$ cat src/rtl/uvs_pkg.sv
// ----------------------------------------------------------------------------
// uvs_pkg
// constants, types and helper functions of the uv sphere point generator
// ----------------------------------------------------------------------------
package uvs_pkg;

   localparam int MAX_GRID_SIDE = 256;
   localparam int CNT_W         = 9;
   localparam int IDX_W         = 8;

   // long division: quotient bits retired per pipeline stage
   localparam int DIV_W      = 28;
   localparam int DIV_BITS   = 4;
   localparam int DIV_STAGES = DIV_W / DIV_BITS;
   localparam int DEN_W      = 9;

   localparam int CORDIC_STEPS   = 16;
   localparam int CORDIC_STAGES  = 8;
   localparam int CORDIC_PER_ST  = CORDIC_STEPS / CORDIC_STAGES;
   localparam int CW             = 32;
   localparam int PHASE_W        = 17;

   localparam logic signed [CW-1:0] CORDIC_GAIN = 32'sd652032874;

   localparam logic [CW-1:0] ATAN_TAB [CORDIC_STEPS] = '{
      32'h20000000, 32'h12E4051E, 32'h09FB385B, 32'h051111D4,
      32'h028B0D43, 32'h0145D7E1, 32'h00A2F61E, 32'h00517C55,
      32'h0028BE53, 32'h00145F2F, 32'h000A2F98, 32'h000517CC,
      32'h00028BE6, 32'h000145F3, 32'h0000A2FA, 32'h0000517D
   };

   localparam logic [1:0] CSR_RADIUS      = 2'd0;
   localparam logic [1:0] CSR_STACK_COUNT = 2'd1;
   localparam logic [1:0] CSR_SLICE_COUNT = 2'd2;

   localparam int POS_LIMIT  = 65535;
   localparam int NORM_LIMIT = 16384;

   typedef struct packed {
      logic signed [CW-1:0] x;
      logic signed [CW-1:0] y;
      logic signed [CW-1:0] z;
   } cordic_type;

   typedef struct packed {
      logic [DEN_W-1:0]    rem;
      logic [DIV_BITS-1:0] q;
   } div_step_type;

   typedef struct packed {
      logic        quad_valid;
      logic [15:0] base_index;
      logic [16:0] tex_u;
      logic [16:0] tex_v;
      logic [24:0] tiled_u;
      logic [24:0] tiled_v;
   } side_type;

   // restoring division over a few numerator bits
   function automatic div_step_type div_step(input logic [DEN_W-1:0] rem,
                                             input logic [DIV_BITS-1:0] nib,
                                             input logic [DEN_W-1:0] den);
      div_step_type r;
      logic [DEN_W:0] t;
      r.rem = rem;
      r.q   = '0;
      for (int i = DIV_BITS - 1; i >= 0; i--) begin
         t = {r.rem, nib[i]};
         if (t >= {1'b0, den}) begin
            t      = t - {1'b0, den};
            r.q[i] = 1'b1;
         end
         r.rem = t[DEN_W-1:0];
      end
      return r;
   endfunction

   function automatic cordic_type cordic_iter(input cordic_type a, input int k);
      cordic_type r;
      logic signed [CW-1:0] ax, ay, az, dx, dy, at;
      ax = a.x;
      ay = a.y;
      az = a.z;
      dx = ay >>> k;
      dy = ax >>> k;
      at = $signed(ATAN_TAB[k]);
      if (!az[CW-1]) begin
         r.x = ax - dx;
         r.y = ay + dy;
         r.z = az - at;
      end else begin
         r.x = ax + dx;
         r.y = ay - dy;
         r.z = az + at;
      end
      return r;
   endfunction

   // round half up by 2^16, clamp to the normal range
   function automatic logic signed [15:0] sat_norm(input logic signed [32:0] v);
      logic signed [32:0] t;
      t = (v + 33'sd32768) >>> 16;
      if (t > 33'sd16384) return 16'sd16384;
      if (t < -33'sd16384) return -16'sd16384;
      return t[15:0];
   endfunction

   // round half up by 2^30, clamp to the position range
   function automatic logic signed [16:0] sat_pos(input logic signed [49:0] v);
      logic signed [49:0] t;
      t = (v + 50'sd536870912) >>> 30;
      if (t > 50'sd65535) return 17'sd65535;
      if (t < -50'sd65535) return -17'sd65535;
      return t[16:0];
   endfunction

endpackage

$ cat src/rtl/uvs_divider.sv
// ----------------------------------------------------------------------------
// uvs_divider
// pipelined restoring divider, a few quotient bits per stage
// ----------------------------------------------------------------------------
module uvs_divider (
   input  logic                         clock,
   input  logic                         en,
   input  logic [uvs_pkg::DIV_W-1:0]    num,
   input  logic [uvs_pkg::DEN_W-1:0]    den,
   output logic [uvs_pkg::DIV_W-1:0]    quo
);

   localparam int NS = uvs_pkg::DIV_STAGES;
   localparam int NB = uvs_pkg::DIV_BITS;
   localparam int NW = uvs_pkg::DIV_W;

   logic [uvs_pkg::DEN_W-1:0] rem_ff [NS-1];
   logic [uvs_pkg::DEN_W-1:0] rem_in [NS-1];
   logic [NW-1:0]             num_ff [NS-1];
   logic [NW-1:0]             num_in [NS-1];
   logic [NW-1:0]             q_ff   [NS];
   logic [NW-1:0]             q_in   [NS];

   for (genvar g = 0; g < NS; g++) begin : g_stage
      logic [uvs_pkg::DEN_W-1:0] rem_src;
      logic [NW-1:0]             num_src;
      logic [NW-1:0]             q_src;
      uvs_pkg::div_step_type     step;

      if (g == 0) begin : g_first
         assign rem_src = '0;
         assign num_src = num;
         assign q_src   = '0;
      end else begin : g_rest
         assign rem_src = rem_ff[g-1];
         assign num_src = num_ff[g-1];
         assign q_src   = q_ff[g-1];
      end

      assign step    = uvs_pkg::div_step(rem_src, num_src[NW-1 -: NB], den);
      assign q_in[g] = {q_src[NW-NB-1:0], step.q};

      if (g < NS - 1) begin : g_carry
         assign rem_in[g] = step.rem;
         assign num_in[g] = num_src << NB;
         always_ff @(posedge clock) begin
            if (en) begin
               rem_ff[g] <= rem_in[g];
               num_ff[g] <= num_in[g];
            end
         end
      end

      always_ff @(posedge clock) begin
         if (en) begin
            q_ff[g] <= q_in[g];
         end
      end
   end

   assign quo = q_ff[NS-1];

endmodule

$ cat config.mk
export PLATFORM = sky130hd
export DESIGN_NAME = uvs_divider
export DESIGN_NICKNAME = d
export VERILOG_FILES = /design/src/rtl/uvs_pkg.sv /design/src/rtl/uvs_divider.sv
export SDC_FILE = /design/constraint.sdc
export NUM_CORES = 1
export LEC_CHECK = 0
export ABC_AREA = 1
export CORE_MARGIN = 5
export CORE_UTILIZATION = 45
export DETAILED_ROUTE_END_ITERATION = 8
export DONT_BUFFER_PORTS = 1
export PLACE_DENSITY_LB_ADDON = 0.15
export SETUP_SLACK_MARGIN = 0.3
export SLEW_MARGIN = 30
export SYNTH_ARGS = -nofsm -noshare
export SYNTH_HDL_FRONTEND = slang
export SYNTH_SLANG_ARGS = --single-unit
$ cat constraint.sdc
create_clock -name clock -period 11.9 [get_ports clock]
set_input_delay 1.19 -clock clock [delete_from_list [all_inputs] [get_ports clock]]
set_output_delay 1.19 -clock clock [all_outputs]
set_load 0.01 [all_outputs]
==> impl_metrics.env, run 1 <==
export IMPL_synth_top_area_share=0.361
export IMPL_worstHoldPathType="reg2reg"
export IMPL_cts_tree="done"
export IMPL_min_to="num_ff[2][11]"
export IMPL_reg2regPathDepth=42
export IMPL_antenna_found_initial=0
export IMPL_grt_pass1_vias=16500
export IMPL_rsz0062_at_grt="no"
export IMPL_num_antenna_cells=0
export IMPL_vias=16800
export IMPL_max_freq_mhz=108
export IMPL_insertion_delay_ns=0.58
export IMPL_die_area_um2=50600
export IMPL_stdcell_area_um2=22500
export IMPL_cp_data_arrival_time_ns=9.68
export IMPL_die_w_um=225
export IMPL_cts_sinks=250
export IMPL_drtIter0Drc=1018
export IMPL_ys_seq_elements=250
export IMPL_portBuffers=0
export IMPL_final_hold_violation_count=0
export IMPL_slowest_stage="nor2_1"
export IMPL_globalRouteOverflowTotal=0
export IMPL_hold_buffers=0
export IMPL_grt_max_degree=251
export IMPL_required_ns=12.34
export IMPL_syn_area_um2=20800
export IMPL_die_y_um=225
export IMPL_htree_levels=1
export IMPL_synth_warning_count=0
export IMPL_synth_edf_count=250
export IMPL_hold_start="num_ff[1][7]"
export IMPL_synth_nets=2824
export IMPL_yosysUniqueCellTypes=48
export IMPL_synth_common_cells="nand2_1, inv_1, edfxtp_1"
export IMPL_start_util=0.457
export IMPL_final_cells=3166
export IMPL_ys_async_sr_fraction=0
export IMPL_ios=67
export IMPL_crit_path_start_kind="input port"
export IMPL_critPathKind="in2reg"
export IMPL_routedWlPerCell_um=15.8
export IMPL_max_slew_margin=0.515
export IMPL_cap_violations=0
export IMPL_fin_crit_ns=9.24
export IMPL_setup_tns_ns=0
export IMPL_status="finished, final reports clean"
export IMPL_tightestPinTransition_ns=0.719
export IMPL_ant_nets=0
export IMPL_cp_end_kind="register"
export IMPL_numCtsBuffers=30
export IMPL_ys_flop_type="edfxtp_1"
export IMPL_num_rows=78
export IMPL_cts_resized=0
export IMPL_dp_hpwl_mm=36.3
export IMPL_placeableCoreArea_um2=45500
export IMPL_routed_wirelength_mm=50.1
export IMPL_min_delay_path_depth=0
export IMPL_clockBufferDepth=3
export IMPL_dp_cells=3111
export IMPL_grt_usage=0.196
export IMPL_slowest_delay_ns=0.55
export IMPL_r2r_end="rem_ff[1][1]"
export IMPL_final_max_slew_viol_count=0
export IMPL_yosysTopAreaCell="edfxtp_1"
export IMPL_clock_skew_ns=0.0105
export IMPL_clockRootBuffer="clkbuf_16"
export IMPL_period_share=0.776
export IMPL_syn_inst=2514
export IMPL_avgSynthCellArea_um2=8.26
export IMPL_nets=2853
export IMPL_dpl_cell_area_um2=21500
export IMPL_area_growth_pct=8.40
export IMPL_drive_above_1_share=0.0491
export IMPL_fillCellCount=4360
export IMPL_clkTransAtPathRegs_ns=0.06
export IMPL_setup_viol=0
export IMPL_ys_seq_area_frac=0.361
export IMPL_r2r_start="num_ff[0][23]"
export IMPL_synth_area_top_cells="edfxtp_1, ha_1, nand2_1"
export IMPL_crit_top_cell="nand2_1"
export IMPL_routabilityCongestion=0.888
export IMPL_crit_fanout=21
export IMPL_post_synth_top_count_cell="nand2_1"
export IMPL_drt_first_pass_iters=5
export IMPL_vias_per_cell=5.30
export IMPL_drcViolationCount=0
export IMPL_rrSetupSlack_ns=3.58
export IMPL_postCtsSetupBuffers=0
export IMPL_grt_first_pass_wirelength_mm=82.3
final cells by class:
class / instances / area, µm² / area share
Multi-Input combinational cell: 1932 / 12000 / 0.532
Sequential cell: 250 / 7510 / 0.333
Inverter: 315 / 1180 / 0.0525
Clock buffer: 35 / 791 / 0.0351
Tap cell: 600 / 751 / 0.0333
Clock inverter: 20 / 199 / 0.00883
Timing Repair Buffer: 14 / 118 / 0.00522
cells in the final DEF (no fill, tap or decap), drive strengths merged, types with 21 or more instances in the layout:
| cell | netlist | layout |
|---|---|---|
| xnor2 | 62 | 62 |
| a21oi | 163 | 163 |
| edfxtp | 250 | 250 |
| nor2 | 105 | 105 |
| fa | 26 | 26 |
| nand2 | 758 | 758 |
| a31oi | 21 | 21 |
| nand4 | 35 | 35 |
| xor2 | 97 | 97 |
| inv | 315 | 316 |
| nand3 | 196 | 196 |
| o21ai | 120 | 120 |
| clkbuf | 0 | 35 |
| ha | 245 | 245 |
worst max path at each step:
stage               slack (ns)   start           end
floorplan                 3.50  den[1]  rem_ff[5][0]
global placement          2.20  den[1]  rem_ff[1][5]
detailed placement        2.06  den[1]  rem_ff[1][5]
CTS                       2.66  den[1]  rem_ff[1][5]
global route              1.71  den[1]  rem_ff[1][3]
finish                    2.66  den[1]  rem_ff[1][1]
sequential cells by signal, indices dropped and copies added (netlist names):
register / flops
num_ff: 84
q_ff: 112
rem_ff: 54
routing by layer:
metal	track usage	routed length (µm)
met2	0.345	24200
met4	0.0542	1370
met5	0	0
met1	0.253	22500
met3	0.0258	2050
worst max-delay path, delay by kind of cell:
family / cells / cell delay [ns]
AO/OA/AOI/OAI: 11 / 2.58
adder cells (fa/ha/maj): 4 / 1.61
buffers and inverters: 3 / 1.14
AND/OR/NAND/NOR: 21 / 3.12
cells by family (layout without fill, tap and decap cells):
group | count (synthesis) | after routing | share of synthesized area
flops | 250 | 250 | 0.361
compound gates | 361 | 361 | 0.0994
buf+inv | 332 | 384 | 0.0624
xor+xnor | 159 | 159 | 0.0670
fa+ha+maj | 271 | 271 | 0.173
simple gates | 1141 | 1141 | 0.237
through the flow:
stage           util  setup slack, ns  hold slack (ns)
2_1_floorplan      -             3.50            0.400
3_3_place_gp   0.473             2.20            0.401
3_5_place_dp   0.473             2.06            0.405
4_1_cts        0.495             2.66            0.412
5_1_grt        0.495             1.71            0.420
6_report       0.495             2.66            0.413
Power of run 1 is not shown: default switching activity piles up to over one toggle a cycle in this logic, so the estimate is an artifact.
==> inputs of run 2 (changes only) <==
Clock period 11.9 ns to 8.2 ns, I/O delays scaled along.
==> run 2 against run 1 <==
Routed wire length rose by 3.4%. Highest routed layer unchanged. Worst setup slack worse by 1.8 ns. Core utilization rose by 1.2 points. Die area is the same. Sequential share of layout area shrank 0.81 points. Register-to-register slack got worse by 2.6 ns. Worst hold slack got worse by 0.071 ns. Critical path depth down 4. Clock-buffer cell count is 2 lower. First-iteration DRC count up 11%. Critical path type unchanged.
==> impl_metrics.env, run 2 (synthesis gave the netlist of run 1 again) <==
export IMPL_grt_pass1_vias=16700
export IMPL_slowest_delay_ns=0.44
export IMPL_htree_levels=1
export IMPL_clockBufferDepth=3
export IMPL_grt_usage=0.202
export IMPL_drt_first_pass_iters=6
export IMPL_finalWorstSetupSlack_ns=0.857
export IMPL_crit_fanout=11
export IMPL_rsz0062_at_grt="no"
export IMPL_cp_end_kind="register"
export IMPL_routabilityCongestion=0.954
export IMPL_use_met1=0.270
export IMPL_drtIter0Drc=1128
export IMPL_critPathKind="in2reg"
export IMPL_setup_viol=0
export IMPL_max_freq_mhz=136
export IMPL_rrSetupSlack_ns=0.98
export IMPL_insertion_delay_ns=0.57
export IMPL_post_place_ws_ns=-0.0516
export IMPL_r2r_end="rem_ff[1][5]"
export IMPL_largest_reg_flops=112
export IMPL_fillCellCount=4367
export IMPL_die_y_um=225
export IMPL_tightestPinTransition_ns=0.583
export IMPL_final_core_util=0.507
export IMPL_drive_above_1_share=0.0761
export IMPL_worstHoldPathType="in2reg"
export IMPL_ios=67
export IMPL_portBuffers=0
export IMPL_crit_path_start_kind="input port"
export IMPL_final_hold_violation_count=0
export IMPL_ant_nets=0
export IMPL_reg2regPathDepth=42
export IMPL_routed_wirelength_mm=51.8
export IMPL_hold_start="num[18]"
export IMPL_slowest_stage="fa_1"
export IMPL_cap_violations=0
export IMPL_grt_first_pass_wirelength_mm=84.2
export IMPL_grt_use_met3=0.0270
export IMPL_grt_max_degree=251
export IMPL_max_slew_margin=0.611
export IMPL_status="finished, final reports clean"
export IMPL_dp_hpwl_mm=38.9
export IMPL_drcViolationCount=0
export IMPL_cts_tree="done"
export IMPL_regMostFlops="q_ff"
export IMPL_period_share=0.895
export IMPL_r2r_start="rem_ff[0][1]"
export IMPL_min_to="num_ff[0][18]"
export IMPL_final_max_slew_viol_count=0
export IMPL_clock_skew_ns=0.0109
export IMPL_routedWlPerCell_um=16.0
export IMPL_die_area_um2=50600
export IMPL_cp_data_arrival_time_ns=7.77
export IMPL_crit_top_cell="nand2_1"
export IMPL_largestRegisters="q_ff: 112 flops, num_ff: 84 flops, rem_ff: 54 flops"
export IMPL_area_growth_pct=11.1
export IMPL_cts_sinks=250
export IMPL_antenna_found_initial=1
export IMPL_global_route_peak_usage_layer="met2"
export IMPL_setup_tns_ns=0
export IMPL_clockRootBuffer="clkbuf_16"
export IMPL_fin_crit_ns=7.34
export IMPL_placeableCoreArea_um2=45500
export IMPL_min_delay_path_depth=0
export IMPL_numCtsBuffers=29
export IMPL_num_antenna_cells=0
export IMPL_die_w_um=225
export IMPL_grtUsageMet2=0.341
export IMPL_start_util=0.457
export IMPL_nets=2917
export IMPL_mostFrequentLayoutCells="nand2_1, inv_1, edfxtp_1"
export IMPL_required_ns=8.63
export IMPL_layout_commonest_cell="nand2_1"
export IMPL_vias=17000
export IMPL_globalRouteOverflowTotal=0
export IMPL_vias_per_cell=5.28
export IMPL_num_rows=78
export IMPL_clkTransAtPathRegs_ns=0.06
==> run 2: changes by cell type in the layout (fill, tap and decap cells not counted), moves of 3 or more <==
| cell | delta |
|---|---|
| a21oi_1 | -3 |
| clkinv_2 | -4 |
| clkinvlp_4 | +3 |
| buf_12 | +5 |
| a21oi_2 | +3 |
| buf_4 | +59 |
==> run 2: routing by layer <==
metal	up-vias	routed length [µm]
met4	0	1720
li1	8729	-
met3	102	2460
met5	-	0
met2	359	24300
met1	7859	23300
==> run 2: worst max path at each step <==
stage               startpoint  slack (ns)  depth (start not counted)            to
floorplan               den[1]        0.37                         42  rem_ff[5][0]
global placement        den[8]       -0.13                         35  rem_ff[4][6]
detailed placement      den[8]       -0.05                         35  rem_ff[4][6]
CTS                     den[8]        0.54                         35  rem_ff[4][6]
global route            den[8]        0.31                         36  rem_ff[4][2]
finish                  den[8]        0.86                         35  rem_ff[4][6]
==> run 2: stage by stage <==
step / hold slack (ns) / instance area [µm²] / std cells
4_1_cts: 0.299 / 23000 / 3222
2_1_floorplan: 0.400 / 20800 / 2514
3_5_place_dp: 0.405 / 22000 / 3169
5_1_grt: 0.308 / 23100 / 3229
3_3_place_gp: 0.402 / 22000 / 3169
6_report: 0.342 / 23100 / 3229
==> run 2: cell type report <==
type,instances,area (µm²),area share
multi-input combinational,1932,12000,0.521
sequential,250,7510,0.325
inverter,315,1190,0.0517
tap,600,751,0.0325
clock buffer,33,741,0.0321
timing repair buffer,79,672,0.0291
clock inverter,20,188,0.00813
==> run 2: timing repair <==
item | 4_1_cts | 5_1_grt
buffers inserted | 0 | 7
gates resized for setup | 0 | 17
endpoints found under the hold margin | 0 | 0
hold buffers | 0 | 0
endpoints found under the setup margin | 0 | 45
==> run 2: critical path, delay by kind of cell <==
family	cells	cell delay [ns]
AOI/OAI and AO/OA	11	2.40
adders and majority gates	4	1.54
buffers and inverters	4	0.86
and+or+nand+nor	16	2.12
Power of run 2 is left out for the same reason.
